## config.mk

```make
export PLATFORM = sky130hd
export DESIGN_NAME = json_line_highlight_lexer
export DESIGN_NICKNAME = d
export VERILOG_FILES = /design/src/jlhl_pkg.sv /design/src/jlhl_front.sv /design/src/jlhl_queue.sv /design/src/jlhl_back.sv /design/src/json_line_highlight_lexer.sv
export SDC_FILE = /design/constraint.sdc
export NUM_CORES = 2
export LEC_CHECK = 0
export ABC_AREA = 1
export BUFFER_PORTS_ARGS = -buffer_cell sky130_fd_sc_hd__buf_2
export CORE_MARGIN = 5
export CORE_UTILIZATION = 38
export CTS_BUF_LIST = sky130_fd_sc_hd__clkbuf_4
export DETAILED_ROUTE_END_ITERATION = 8
export HOLD_SLACK_MARGIN = 0.06
export PLACE_DENSITY_LB_ADDON = 0.3
export SYNTH_ARGS = -nofsm -noshare
export SYNTH_HDL_FRONTEND = slang
export SYNTH_SLANG_ARGS = --single-unit
export TNS_END_PERCENT = 10
```

## constraint.sdc

```tcl
create_clock -name clk_i -period 20.2 [get_ports clk_i]
set_input_delay 2.02 -clock clk_i [delete_from_list [all_inputs] [get_ports clk_i]]
set_output_delay 2.02 -clock clk_i [all_outputs]
set_load 0.03 [all_outputs]
```

## src/jlhl_pkg.sv

```systemverilog
`timescale 1ns / 1ps
`default_nettype none

package jlhl_pkg;

  localparam int unsigned POS_W        = 13;
  localparam int unsigned CNT_W        = 9;
  localparam int unsigned TOKEN_BUDGET = 256;
  localparam int unsigned LINE_MAX     = 4096;

  // Slot layout of one bundle, in line order
  localparam int unsigned FAIL_N      = 5;   // defaults for a broken word, handled byte
  localparam int unsigned FFAIL_N     = 4;   // defaults for a broken word, line end
  localparam int unsigned SLOT_FAIL0  = 0;
  localparam int unsigned SLOT_END    = 5;   // token closed by this byte
  localparam int unsigned SLOT_HSP    = 6;   // whitespace after a held string
  localparam int unsigned SLOT_START  = 7;   // one-byte token opened by this byte
  localparam int unsigned SLOT_FFAIL0 = 8;
  localparam int unsigned SLOT_FLUSH  = 12;  // token closed by the line end
  localparam int unsigned SLOT_FHSP   = 13;
  localparam int unsigned NSLOT       = 14;

  localparam int unsigned QDEPTH = 4;
  localparam int unsigned QPTR_W = $clog2(QDEPTH);
  localparam int unsigned QCNT_W = $clog2(QDEPTH + 1);

  typedef logic [POS_W-1:0] pos_t;

  localparam pos_t             LINE_MAX_P = POS_W'(LINE_MAX);
  localparam logic [POS_W:0]   LINE_MAX_X = (POS_W + 1)'(LINE_MAX);
  localparam logic [CNT_W-1:0] CNT_MAX    = CNT_W'(TOKEN_BUDGET);
  localparam logic [CNT_W-1:0] CNT_LAST   = CNT_W'(TOKEN_BUDGET - 1);

  typedef enum logic [2:0] {
    KIND_DEFAULT = 3'd0,
    KIND_KEY     = 3'd1,
    KIND_STRING  = 3'd2,
    KIND_NUMBER  = 3'd3,
    KIND_KEYWORD = 3'd4,
    KIND_PUNCT   = 3'd5
  } tok_kind_e;

  typedef struct packed {
    pos_t      start;
    pos_t      stop;
    tok_kind_e kind;
  } tok_t;

  typedef struct packed {
    logic [NSLOT-1:0] mask;
    logic             line_end;
    tok_t [NSLOT-1:0] tok;
  } bundle_t;

  typedef struct packed {
    logic    valid;
    bundle_t data;
  } q_head_t;

  localparam logic [1:0] WORD_TRUE  = 2'd0;
  localparam logic [1:0] WORD_FALSE = 2'd1;
  localparam logic [1:0] WORD_NULL  = 2'd2;

  localparam logic [39:0] KW_TRUE  = {"true", 8'h00};
  localparam logic [39:0] KW_FALSE = "false";
  localparam logic [39:0] KW_NULL  = {"null", 8'h00};

  function automatic pos_t sat_add(pos_t x, logic [2:0] k);
    logic [POS_W:0] s;
    pos_t           r;
    s = {1'b0, x} + {{(POS_W - 2){1'b0}}, k};
    r = (s > LINE_MAX_X) ? LINE_MAX_P : s[POS_W-1:0];
    return r;
  endfunction

  function automatic logic [2:0] kw_len(logic [1:0] w);
    return (w == WORD_FALSE) ? 3'd5 : 3'd4;
  endfunction

  function automatic logic [7:0] kw_char(logic [1:0] w, logic [2:0] i);
    logic [39:0] txt;
    logic [2:0]  sel;
    case (w)
      WORD_TRUE:  txt = KW_TRUE;
      WORD_FALSE: txt = KW_FALSE;
      default:    txt = KW_NULL;
    endcase
    sel = 3'd4 - i;
    return txt[{sel, 3'b000} +: 8];
  endfunction

endpackage

`default_nettype wire

```

## src/jlhl_front.sv

```systemverilog
`timescale 1ns / 1ps
`default_nettype none

module jlhl_front import jlhl_pkg::*; (
  input  wire logic       clk_i,
  input  wire logic       rst_ni,
  input  wire logic       take_i,
  input  wire logic [7:0] text_byte_i,
  input  wire logic       line_end_i,
  output logic            push_o,
  output bundle_t         bundle_o
);

  localparam logic [2:0] MODE_IDLE   = 3'd0;
  localparam logic [2:0] MODE_SPACE  = 3'd1;
  localparam logic [2:0] MODE_STRING = 3'd2;
  localparam logic [2:0] MODE_HELD   = 3'd3;
  localparam logic [2:0] MODE_HSP    = 3'd4;
  localparam logic [2:0] MODE_NUMBER = 3'd5;
  localparam logic [2:0] MODE_WORD   = 3'd6;
  localparam logic [2:0] MODE_CHAR   = 3'd7;

  localparam logic [7:0] CH_TAB    = 8'h09;
  localparam logic [7:0] CH_CR     = 8'h0D;
  localparam logic [7:0] CH_SPACE  = 8'h20;
  localparam logic [7:0] CH_QUOTE  = 8'h22;
  localparam logic [7:0] CH_PLUS   = 8'h2B;
  localparam logic [7:0] CH_COMMA  = 8'h2C;
  localparam logic [7:0] CH_MINUS  = 8'h2D;
  localparam logic [7:0] CH_DOT    = 8'h2E;
  localparam logic [7:0] CH_COLON  = 8'h3A;
  localparam logic [7:0] CH_UPE    = 8'h45;
  localparam logic [7:0] CH_LBRACK = 8'h5B;
  localparam logic [7:0] CH_BSLASH = 8'h5C;
  localparam logic [7:0] CH_RBRACK = 8'h5D;
  localparam logic [7:0] CH_UNDER  = 8'h5F;
  localparam logic [7:0] CH_LOWE   = 8'h65;
  localparam logic [7:0] CH_LOWF   = 8'h66;
  localparam logic [7:0] CH_LOWN   = 8'h6E;
  localparam logic [7:0] CH_LOWT   = 8'h74;
  localparam logic [7:0] CH_LBRACE = 8'h7B;
  localparam logic [7:0] CH_RBRACE = 8'h7D;

  logic [2:0] mode_q, mode_d;
  pos_t       pos_q, pos_d;
  pos_t       tstart_q, tstart_d;
  pos_t       hend_q, hend_d;
  pos_t       hsp_q, hsp_d;
  logic       esc_q, esc_d;
  logic [2:0] fill_q, fill_d;
  logic [1:0] widx_q, widx_d;
  logic [1:0] rem_q, rem_d;

  logic       is_ws, is_quote, is_bslash, is_colon, is_digit, is_word, is_num;
  logic       is_kwl, is_punct;
  logic [1:0] st_rem;
  logic       st_emit;
  logic [2:0] st_mode;
  logic [1:0] st_widx;
  tok_kind_e  st_kind;
  pos_t       p1;
  logic       do_start, fail;
  bundle_t    bnd;

  // Byte classes and what a fresh token would look like
  always_comb begin
    is_ws     = text_byte_i inside {CH_SPACE, CH_TAB, CH_CR};
    is_quote  = (text_byte_i == CH_QUOTE);
    is_bslash = (text_byte_i == CH_BSLASH);
    is_colon  = (text_byte_i == CH_COLON);
    is_digit  = text_byte_i inside {[8'h30:8'h39]};
    is_word   = text_byte_i inside {[8'h30:8'h39], [8'h41:8'h5A], [8'h61:8'h7A], CH_UNDER};
    is_num    = text_byte_i inside {[8'h30:8'h39], CH_DOT, CH_LOWE, CH_UPE, CH_PLUS, CH_MINUS};
    is_kwl    = text_byte_i inside {CH_LOWT, CH_LOWF, CH_LOWN};
    is_punct  = text_byte_i inside {CH_LBRACE, CH_RBRACE, CH_LBRACK, CH_RBRACK,
                                    CH_COLON, CH_COMMA};
    if (!text_byte_i[7]) begin
      st_rem = 2'd0;
    end else if (text_byte_i[7:5] == 3'b110) begin
      st_rem = 2'd1;
    end else if (text_byte_i[7:4] == 4'b1110) begin
      st_rem = 2'd2;
    end else if (text_byte_i[7:3] == 5'b11110) begin
      st_rem = 2'd3;
    end else begin
      st_rem = 2'd0;
    end
    st_widx = (text_byte_i == CH_LOWT) ? WORD_TRUE :
              (text_byte_i == CH_LOWF) ? WORD_FALSE : WORD_NULL;
    st_emit = 1'b0;
    st_kind = KIND_DEFAULT;
    if (is_ws) begin
      st_mode = MODE_SPACE;
    end else if (is_quote) begin
      st_mode = MODE_STRING;
    end else if (is_digit || text_byte_i == CH_MINUS) begin
      st_mode = MODE_NUMBER;
    end else if (is_kwl) begin
      st_mode = MODE_WORD;
    end else if (is_punct) begin
      st_mode = MODE_IDLE;
      st_emit = 1'b1;
      st_kind = KIND_PUNCT;
    end else if (st_rem == 2'd0) begin
      st_mode = MODE_IDLE;
      st_emit = 1'b1;
    end else begin
      st_mode = MODE_CHAR;
    end
  end

  assign p1 = sat_add(pos_q, 3'd1);

  always_comb begin
    mode_d   = mode_q;
    pos_d    = p1;
    tstart_d = tstart_q;
    hend_d   = hend_q;
    hsp_d    = hsp_q;
    esc_d    = esc_q;
    fill_d   = fill_q;
    widx_d   = widx_q;
    rem_d    = rem_q;
    do_start = 1'b0;
    fail     = 1'b0;
    bnd      = '0;
    bnd.line_end = line_end_i;
    for (int i = 0; i < FAIL_N; i++) begin
      bnd.tok[SLOT_FAIL0 + i] = '{start: sat_add(tstart_q, 3'(i)),
                                  stop: sat_add(tstart_q, 3'(i + 1)),
                                  kind: KIND_DEFAULT};
    end
    bnd.tok[SLOT_START] = '{start: pos_q, stop: p1, kind: st_kind};

    case (mode_q)
      MODE_IDLE: begin
        do_start = 1'b1;
      end
      MODE_SPACE: begin
        if (!is_ws) begin
          bnd.tok[SLOT_END]  = '{start: tstart_q, stop: pos_q, kind: KIND_DEFAULT};
          bnd.mask[SLOT_END] = 1'b1;
          do_start = 1'b1;
        end
      end
      MODE_STRING: begin
        if (esc_q) begin
          esc_d = 1'b0;
        end else if (is_bslash) begin
          esc_d = 1'b1;
        end else if (is_quote) begin
          hend_d = p1;
          mode_d = MODE_HELD;
        end
      end
      MODE_HELD, MODE_HSP: begin
        if (is_ws) begin
          if (mode_q == MODE_HELD) begin
            hsp_d  = pos_q;
            mode_d = MODE_HSP;
          end
        end else begin
          bnd.tok[SLOT_END]  = '{start: tstart_q, stop: hend_q,
                                kind: is_colon ? KIND_KEY : KIND_STRING};
          bnd.mask[SLOT_END] = 1'b1;
          bnd.tok[SLOT_HSP]  = '{start: hsp_q, stop: pos_q, kind: KIND_DEFAULT};
          bnd.mask[SLOT_HSP] = (mode_q == MODE_HSP);
          do_start = 1'b1;
        end
      end
      MODE_NUMBER: begin
        if (!is_num) begin
          bnd.tok[SLOT_END]  = '{start: tstart_q, stop: pos_q, kind: KIND_NUMBER};
          bnd.mask[SLOT_END] = 1'b1;
          do_start = 1'b1;
        end
      end
      MODE_CHAR: begin
        rem_d = rem_q - 2'd1;
        if (rem_q == 2'd1) begin
          bnd.tok[SLOT_END]  = '{start: tstart_q, stop: p1, kind: KIND_DEFAULT};
          bnd.mask[SLOT_END] = 1'b1;
          mode_d = MODE_IDLE;
        end
      end
      MODE_WORD: begin
        if (fill_q < kw_len(widx_q)) begin
          if (text_byte_i == kw_char(widx_q, fill_q)) begin
            fill_d = fill_q + 3'd1;
          end else begin
            fail = 1'b1;
          end
        end else if (is_word) begin
          fail = 1'b1;
        end else begin
          bnd.tok[SLOT_END]  = '{start: tstart_q, stop: sat_add(tstart_q, kw_len(widx_q)),
                                kind: KIND_KEYWORD};
          bnd.mask[SLOT_END] = 1'b1;
          fill_d   = 3'd0;
          do_start = 1'b1;
        end
      end
      default: begin
        do_start = 1'b1;
      end
    endcase

    // A broken word leaves one default token per buffered letter
    if (fail) begin
      for (int i = 0; i < FAIL_N; i++) begin
        if (3'(i) < fill_q) begin
          bnd.mask[SLOT_FAIL0 + i] = 1'b1;
        end
      end
      fill_d   = 3'd0;
      do_start = 1'b1;
    end

    if (do_start) begin
      mode_d   = st_mode;
      tstart_d = pos_q;
      bnd.mask[SLOT_START] = st_emit;
      if (is_quote) begin
        esc_d = 1'b0;
      end
      if (is_kwl) begin
        widx_d = st_widx;
        fill_d = 3'd1;
      end
      if (st_mode == MODE_CHAR) begin
        rem_d = st_rem;
      end
    end

    // Line end: close whatever is open, then return to the start of a line
    if (line_end_i) begin
      for (int i = 0; i < FFAIL_N; i++) begin
        bnd.tok[SLOT_FFAIL0 + i] = '{start: sat_add(tstart_d, 3'(i)),
                                     stop: sat_add(tstart_d, 3'(i + 1)),
                                     kind: KIND_DEFAULT};
      end
      bnd.tok[SLOT_FHSP] = '{start: hsp_d, stop: p1, kind: KIND_DEFAULT};
      case (mode_d)
        MODE_WORD: begin
          if (fill_d < kw_len(widx_d)) begin
            for (int i = 0; i < FFAIL_N; i++) begin
              if (3'(i) < fill_d) begin
                bnd.mask[SLOT_FFAIL0 + i] = 1'b1;
              end
            end
          end else begin
            bnd.tok[SLOT_FLUSH]  = '{start: tstart_d,
                                    stop: sat_add(tstart_d, kw_len(widx_d)),
                                    kind: KIND_KEYWORD};
            bnd.mask[SLOT_FLUSH] = 1'b1;
          end
        end
        MODE_SPACE, MODE_CHAR: begin
          bnd.tok[SLOT_FLUSH]  = '{start: tstart_d, stop: p1, kind: KIND_DEFAULT};
          bnd.mask[SLOT_FLUSH] = 1'b1;
        end
        MODE_STRING: begin
          bnd.tok[SLOT_FLUSH]  = '{start: tstart_d, stop: p1, kind: KIND_STRING};
          bnd.mask[SLOT_FLUSH] = 1'b1;
        end
        MODE_NUMBER: begin
          bnd.tok[SLOT_FLUSH]  = '{start: tstart_d, stop: p1, kind: KIND_NUMBER};
          bnd.mask[SLOT_FLUSH] = 1'b1;
        end
        MODE_HELD, MODE_HSP: begin
          bnd.tok[SLOT_FLUSH]  = '{start: tstart_d, stop: hend_d, kind: KIND_STRING};
          bnd.mask[SLOT_FLUSH] = 1'b1;
          bnd.mask[SLOT_FHSP]  = (mode_d == MODE_HSP);
        end
        default: begin
        end
      endcase
      mode_d   = MODE_IDLE;
      pos_d    = '0;
      tstart_d = '0;
      hend_d   = '0;
      hsp_d    = '0;
      esc_d    = 1'b0;
      fill_d   = 3'd0;
      rem_d    = 2'd0;
    end
  end

  always_ff @(posedge clk_i or negedge rst_ni) begin
    if (!rst_ni) begin
      mode_q   <= MODE_IDLE;
      pos_q    <= '0;
      tstart_q <= '0;
      hend_q   <= '0;
      hsp_q    <= '0;
      esc_q    <= 1'b0;
      fill_q   <= 3'd0;
      widx_q   <= WORD_TRUE;
      rem_q    <= 2'd0;
    end else if (take_i) begin
      mode_q   <= mode_d;
      pos_q    <= pos_d;
      tstart_q <= tstart_d;
      hend_q   <= hend_d;
      hsp_q    <= hsp_d;
      esc_q    <= esc_d;
      fill_q   <= fill_d;
      widx_q   <= widx_d;
      rem_q    <= rem_d;
    end
  end

  assign push_o   = take_i && ((|bnd.mask) || line_end_i);
  assign bundle_o = bnd;

endmodule

`default_nettype wire

```

## src/jlhl_queue.sv

```systemverilog
`timescale 1ns / 1ps
`default_nettype none

module jlhl_queue import jlhl_pkg::*; (
  input  wire logic    clk_i,
  input  wire logic    rst_ni,
  input  wire logic    push_i,
  input  wire bundle_t data_i,
  input  wire logic    pop_i,
  output logic         full_o,
  output q_head_t      head_o
);

  bundle_t             entry_q [QDEPTH];
  logic [QPTR_W-1:0]   wr_ptr_q, rd_ptr_q;
  logic [QCNT_W-1:0]   cnt_q;

  always_ff @(posedge clk_i) begin
    if (push_i) begin
      entry_q[wr_ptr_q] <= data_i;
    end
  end

  always_ff @(posedge clk_i or negedge rst_ni) begin
    if (!rst_ni) begin
      wr_ptr_q <= '0;
      rd_ptr_q <= '0;
      cnt_q    <= '0;
    end else begin
      if (push_i) begin
        wr_ptr_q <= wr_ptr_q + 1'b1;
      end
      if (pop_i) begin
        rd_ptr_q <= rd_ptr_q + 1'b1;
      end
      cnt_q <= cnt_q + QCNT_W'(push_i) - QCNT_W'(pop_i);
    end
  end

  assign full_o       = (cnt_q == QCNT_W'(QDEPTH));
  assign head_o.valid = (cnt_q != '0);
  assign head_o.data  = entry_q[rd_ptr_q];

`ifndef SYNTHESIS
  a_no_overflow: assert property (@(posedge clk_i) disable iff (!rst_ni)
    push_i |-> (cnt_q != QCNT_W'(QDEPTH)))
    else $error("bundle queue written while full");

  a_no_underflow: assert property (@(posedge clk_i) disable iff (!rst_ni)
    pop_i |-> (cnt_q != '0))
    else $error("bundle queue read while empty");

  a_count_range: assert property (@(posedge clk_i) disable iff (!rst_ni)
    cnt_q <= QCNT_W'(QDEPTH))
    else $error("bundle queue count out of range");
`endif

endmodule

`default_nettype wire

```

## src/jlhl_back.sv

```systemverilog
`timescale 1ns / 1ps
`default_nettype none

module jlhl_back import jlhl_pkg::*; (
  input  wire logic    clk_i,
  input  wire logic    rst_ni,
  input  wire q_head_t head_i,
  output logic         pop_o,
  output logic         out_valid_o,
  input  wire logic    out_stall_i,
  output pos_t         tok_start_o,
  output pos_t         tok_end_o,
  output logic [2:0]   tok_kind_o,
  output logic         last_of_item_o,
  output logic         line_done_o
);

  logic [NSLOT-1:0] done_q, done_d;
  logic [CNT_W-1:0] count_q, count_d;
  logic             out_valid_q, out_valid_d;
  tok_t             tok_q;
  logic             last_q, line_q;

  logic [NSLOT-1:0] rem, lowbit;
  tok_t             tok_sel;
  logic             load_ok, emit, last;

  always_comb begin
    rem     = head_i.data.mask & ~done_q;
    lowbit  = rem & (~rem + 1'b1);
    tok_sel = '0;
    for (int i = 0; i < NSLOT; i++) begin
      if (lowbit[i]) begin
        tok_sel = head_i.data.tok[i];
      end
    end
    load_ok = !out_valid_q || !out_stall_i;
    last    = ((rem & ~lowbit) == '0) || (count_q == CNT_LAST);

    emit        = 1'b0;
    pop_o       = 1'b0;
    done_d      = done_q;
    count_d     = count_q;
    out_valid_d = out_valid_q && out_stall_i;

    if (head_i.valid) begin
      if ((count_q >= CNT_MAX) || (rem == '0)) begin
        // drop: token budget spent or nothing left in this bundle
        pop_o  = 1'b1;
        done_d = '0;
        if (head_i.data.line_end) begin
          count_d = '0;
        end
      end else if (load_ok) begin
        emit        = 1'b1;
        out_valid_d = 1'b1;
        if (last) begin
          pop_o   = 1'b1;
          done_d  = '0;
          count_d = head_i.data.line_end ? '0 : count_q + 1'b1;
        end else begin
          done_d  = done_q | lowbit;
          count_d = count_q + 1'b1;
        end
      end
    end
  end

  always_ff @(posedge clk_i or negedge rst_ni) begin
    if (!rst_ni) begin
      done_q      <= '0;
      count_q     <= '0;
      out_valid_q <= 1'b0;
    end else begin
      done_q      <= done_d;
      count_q     <= count_d;
      out_valid_q <= out_valid_d;
    end
  end

  always_ff @(posedge clk_i) begin
    if (emit) begin
      tok_q  <= tok_sel;
      last_q <= last;
      line_q <= last && head_i.data.line_end;
    end
  end

  assign out_valid_o    = out_valid_q;
  assign tok_start_o    = tok_q.start;
  assign tok_end_o      = tok_q.stop;
  assign tok_kind_o     = tok_q.kind;
  assign last_of_item_o = last_q;
  assign line_done_o    = line_q;

`ifndef SYNTHESIS
  a_budget: assert property (@(posedge clk_i) disable iff (!rst_ni)
    count_q <= CNT_MAX)
    else $error("token count beyond budget");

  a_order: assert property (@(posedge clk_i) disable iff (!rst_ni)
    out_valid_o |-> (tok_start_o <= tok_end_o))
    else $error("token ends before it starts");

  a_done_clear: assert property (@(posedge clk_i) disable iff (!rst_ni)
    !head_i.valid |-> (done_q == '0))
    else $error("sent-slot mask left over with no bundle");

  a_done_subset: assert property (@(posedge clk_i) disable iff (!rst_ni)
    head_i.valid |-> ((done_q & ~head_i.data.mask) == '0))
    else $error("sent-slot mask outside bundle mask");
`endif

endmodule

`default_nettype wire

```

## src/json_line_highlight_lexer.sv

```systemverilog
`timescale 1ns / 1ps
`default_nettype none

// Channel  | Direction | Handshake              | Payload
// ---------+-----------+------------------------+------------------------------------------
// in       | sink      | in_valid_i / in_stall_o | text_byte_i, line_end_i
// out      | source    | out_valid_o / out_stall_i | tok_start_o, tok_end_o, tok_kind_o,
//          |           |                        | last_of_item_o, line_done_o
//
// Cycles: one byte transfer per cycle while the bundle queue has room; the back end
//   sends the tokens of a bundle one at a time, so a byte that closes several tokens
//   holds the back end through each of them and the queue absorbs the burst.
// Path: a byte's bundle is written into the queue, then the back end registers its first token for output.
// Reset: rst_ni is asynchronous, active low; clears lexer state, queue pointers and count, and out_valid_o.
// Stalls: the input stalls only when the four-entry queue is full; the output
//   register holds its token while out_stall_i is high.

module json_line_highlight_lexer import jlhl_pkg::*; (
  input  wire logic       clk_i,
  input  wire logic       rst_ni,
  input  wire logic       in_valid_i,
  output logic            in_stall_o,
  input  wire logic [7:0] text_byte_i,
  input  wire logic       line_end_i,
  output logic            out_valid_o,
  input  wire logic       out_stall_i,
  output logic [12:0]     tok_start_o,
  output logic [12:0]     tok_end_o,
  output logic [2:0]      tok_kind_o,
  output logic            last_of_item_o,
  output logic            line_done_o
);

  logic    q_full;
  logic    take;
  logic    push;
  logic    pop;
  bundle_t bundle;
  q_head_t head;

  // Accept a byte whenever the queue can take its bundle
  assign in_stall_o = q_full;
  assign take       = in_valid_i && !q_full;

  // Front end: classify each byte and collect every token it closes into one bundle
  jlhl_front u_front (
    .clk_i       (clk_i),
    .rst_ni      (rst_ni),
    .take_i      (take),
    .text_byte_i (text_byte_i),
    .line_end_i  (line_end_i),
    .push_o      (push),
    .bundle_o    (bundle)
  );

  // Short queue decouples byte intake from token output
  jlhl_queue u_queue (
    .clk_i  (clk_i),
    .rst_ni (rst_ni),
    .push_i (push),
    .data_i (bundle),
    .pop_i  (pop),
    .full_o (q_full),
    .head_o (head)
  );

  // Back end: drain bundles one token per transfer and enforce the token budget
  jlhl_back u_back (
    .clk_i          (clk_i),
    .rst_ni         (rst_ni),
    .head_i         (head),
    .pop_o          (pop),
    .out_valid_o    (out_valid_o),
    .out_stall_i    (out_stall_i),
    .tok_start_o    (tok_start_o),
    .tok_end_o      (tok_end_o),
    .tok_kind_o     (tok_kind_o),
    .last_of_item_o (last_of_item_o),
    .line_done_o    (line_done_o)
  );

endmodule

`default_nettype wire
```

==> metrics.md <==
| Metric | Value |
|---|---|
| Status | completed |
| Drt pass-1 iters | 6 |
| DR DRC count | 0 |
| Required @ worst endpoint | roughly 21000 ps |
| Commonest non-fill, non-tap cell in the layout | edfxtp_1 |
| Leak | approximately 23 nW |
| Endpoints failing hold | 0 |
| VDD IR max | approximately 0.12 mV |
| Power Dens Cells | approximately 160 mW/mm2 |
| Switching portion of total power | about 43% |
| Initial antenna violation count | 7 |
| Critical path startpoint category | flip-flop |
| Net switching power | about 4.4 mW |
| First-pass GRT wire length | between 200 and 300 mm |
| Async SR Flop Fraction | under 10% |
| Number of flops mapped to enable cells by yosys | 1211 |
| GR Util All Layers | 21.9% |
| Initial core utilization | 38.1% |
| Setup violations, final | 0 |
| Root Buffer | clkbuf_4 |
| Layout cell share with drive strength beyond 1 | approximately 14% |
| Mapped cell area | approximately 0.058 mm2 |
| Hold_buf cts | 0 |
| Cell Int Power | slightly below 6 mW |
| Final ANT Viol Nets | 0 |
| Clock power share | a little over a fifth |
| RSZ-0062 raised after global routing | false |
| Max Cap Violations | 0 |
| Placeable Area | 0.152 mm2 |
| Syn Area/Cell | about 11 um2 |
| 1st-iter DRT viols | roughly 4600 |
| CTS tree | done |
| Clock Path Buffers | 4 |
| Vias | 42400 |
| Actual slew at the worst max-slew pin | about 1400 ps |
| Synth cell types | between 60 and 70 |
| Pins over their slew limit | 0 |
| Die area | 0.160 mm2 |
| Die height | about 400 um |
| GRT Residual Overflow | 0 |
| Routed wire per std cell | between 20 and 25 um |
| Synth-to-Final Area Change | 11.3% |
| Count of clock tree sinks | between 1000 and 1500 |
| Skew final | ~110 ps |
| Setup_tns | 0 ps |
| Comb pwr share | around two fifths |
| Fillers | approximately 14000 |
| Num CTS Buffers | between 300 and 400 |
| Post-cts sizing count | 0 |
| DIE WIDTH | 400 um |
| Main synth FF type | edfxtp_1 |
| # rows | between 100 and 150 |
| Synth warnings | 0 |
| Register share of total power | 38.5% |
| Vias in the first global route | between 40000 and 50000 |
| Worst skew pair latency | roughly 1300 ps |
| Commonest cells after routing, fill and taps aside | 1211 x edfxtp_1, 864 x nand2_1, 774 x nor2_1 |
| Slew margin rel. | 4.99% |
| WL final | roughly 180 mm |
| Sequential share of the synthesized area | roughly two thirds |
| Min-delay worst type | flip-flop to flip-flop |
| Tot Pwr | about 10 mW |
| # port buffers | 45 |
| # IOs | 46 |
| CP Class | flip-flop to flip-flop |
| Nets | approximately 5500 |
| Largest net degree at the start of global routing | 175 |
| Post-synth net total | 5288 |
| FF+latch count, synth | approximately 1300 |
| Post-CTS Setup Bufs | 0 |
| Drt via density | roughly 5.5 |
| Max Clk Rate | 138 MHz |
| CTS H-tree lvls | 5 |
| Reg clk slew, reported paths | 60 ps |
| Critical Path End Type | flip-flop |
| Period utilization | a little over a third |
| Critical-path maximum fanout | 85 |
| Worst path arrival time | 8360 ps |
| Fin crit period | about 7200 ps |
| DPL Wire Length | 113 mm |
| Synth Instances | 5237 |
| Gp weighted congestion | approximately 0.93 |
-- cells by family (layout without fill, tap and decap cells) --
kind of cell	after synthesis	in the layout	synth area share (%)
adder cells (fa/ha/maj)	38	38	0.835
other	0	10	0
AO/OA/AOI/OAI	1207	1207	12.4
AND/OR/NAND/NOR	1980	1980	14.2
XOR/XNOR	77	77	1.17
buffers and inverters	630	1039	4.38
flip-flops	1305	1305	67.0
-- cell type report --
cell class                 count  area [um2]  share of cell area [%]
sequential                  1305       38700                    60.2
multi-input combinational   3302       16600                    25.9
clock buffer                 509        3820                    5.94
tap                         2030        2540                    3.95
inverter                     341        1300                    2.02
timing repair buffer         115         828                    1.29
clock inverter                74         432                   0.671
antenna                       10        25.0                  0.0389
-- cells in the mapped netlist, types with 16 or more instances --
cell type / n / area, um2
edfxtp_1: 1211 / 36400
nand2_1: 864 / 3240
nor2_1: 783 / 2940
o21ai_0: 493 / 2470
inv_1: 303 / 1140
a21oi_1: 268 / 1340
o22ai_1: 224 / 1400
clkbuf_1: 201 / 754
nand3_1: 137 / 686
dfrtp_1: 94 / 2350
xor2_1: 71 / 622
buf_2: 53 / 265
nand4_1: 47 / 294
a32o_1: 45 / 450
a221o_1: 37 / 370
ha_1: 37 / 463
nor3_1: 34 / 170
nand2_2: 33 / 206
nor2_2: 22 / 138
inv_2: 21 / 78.8
nor4_1: 21 / 131
a221oi_1: 20 / 175
o211ai_1: 20 / 150
buf_1: 18 / 67.6
clkinv_1: 16 / 60.1
-- worst max-delay path: stages (launching register included) --
cell	delay (ps)
dfrtp_4	930
buf_4	720
buf_4	820
buf_4	770
nor2_1	110
nor2_1	110
o21ai_0	90
a21oi_1	280
nand3b_1	180
nor2_1	80
a21oi_1	580
nand2_1	230
nor2_4	140
nand3_1	100
buf_4	280
nand2_1	90
buf_4	210
inv_1	140
ha_1	300
inv_1	40
ha_1	180
fa_1	410
xor2_1	170
-- sequential cells by signal, indices dropped and copies added, names as in the netlist, 9 cells and up --
| name | count |
|---|---|
| u_queue.entry_q | 1180 |
| u_back.tok_end_o | 13 |
| u_back.count_q | 9 |
| u_front.tstart_q | 13 |
| u_front.hend_q | 13 |
| u_front.hsp_q | 13 |
| u_back.tok_start_o | 13 |
| u_back.done_q | 14 |
| u_front.pos_q | 13 |
-- worst paths after layout --
check / startpoint / slack, ps / endpoint / cells after the start
setup / recovery: u_queue.rd_ptr_q[0] / 12970 / u_queue.cnt_q[2] / 22
hold / removal: u_back.done_q[3] / 500 / u_back.done_q[3] / 1
setup reg to reg: u_queue.rd_ptr_q[0] / 12970 / u_queue.cnt_q[2] / 22
hold reg to reg: u_back.done_q[3] / 500 / u_back.done_q[3] / 1
max in group asynchronous: rst_ni / 17940 / u_queue.rd_ptr_q[0] / 2
min in group asynchronous: rst_ni / 720 / u_back.count_q[6] / 1
-- per-layer routing --
layer | up-vias | part of all wire [%] | GRT usage, %
met2 | 1971 | 46 | 34.4
met1 | 20900 | 42 | 29.8
met4 | 2 | 3.9 | 9.06
met5 | - | 0.0073 | 0
li1 | 19200 | - | -
met3 | 331 | 8.2 | 4.37
-- per-stage QoR --
step / util [%] / instance area, um2 / instances / hold WS (ps) / setup WS (ps)
6_report: 42.4 / 64300 / 7686 / 497 / 12970
5_1_grt: 42.4 / 64300 / 7680 / 508 / 12390
4_1_cts: 42.4 / 64300 / 7676 / 495 / 13080
3_5_place_dp: 39.6 / 60000 / 7093 / 481 / 12760
3_3_place_gp: 39.6 / 60000 / 7093 / 478 / 12900
2_1_floorplan: - / 57800 / 5237 / 454 / 3240
-- power groups by stage --
stage | logic [mW] | clock network, mW | registers [mW]
after floorplan | 2.42 | 0 | 4.28
after global routing | 4.41 | 2.44 | 4.03
after CTS | 4.11 | 2.30 | 3.98
after global placement | 4.07 | 0 | 4.03
final | 4.12 | 2.25 | 3.98
after detailed placement | 4.09 | 0 | 4.03
(Power assumes the default switching activity.)
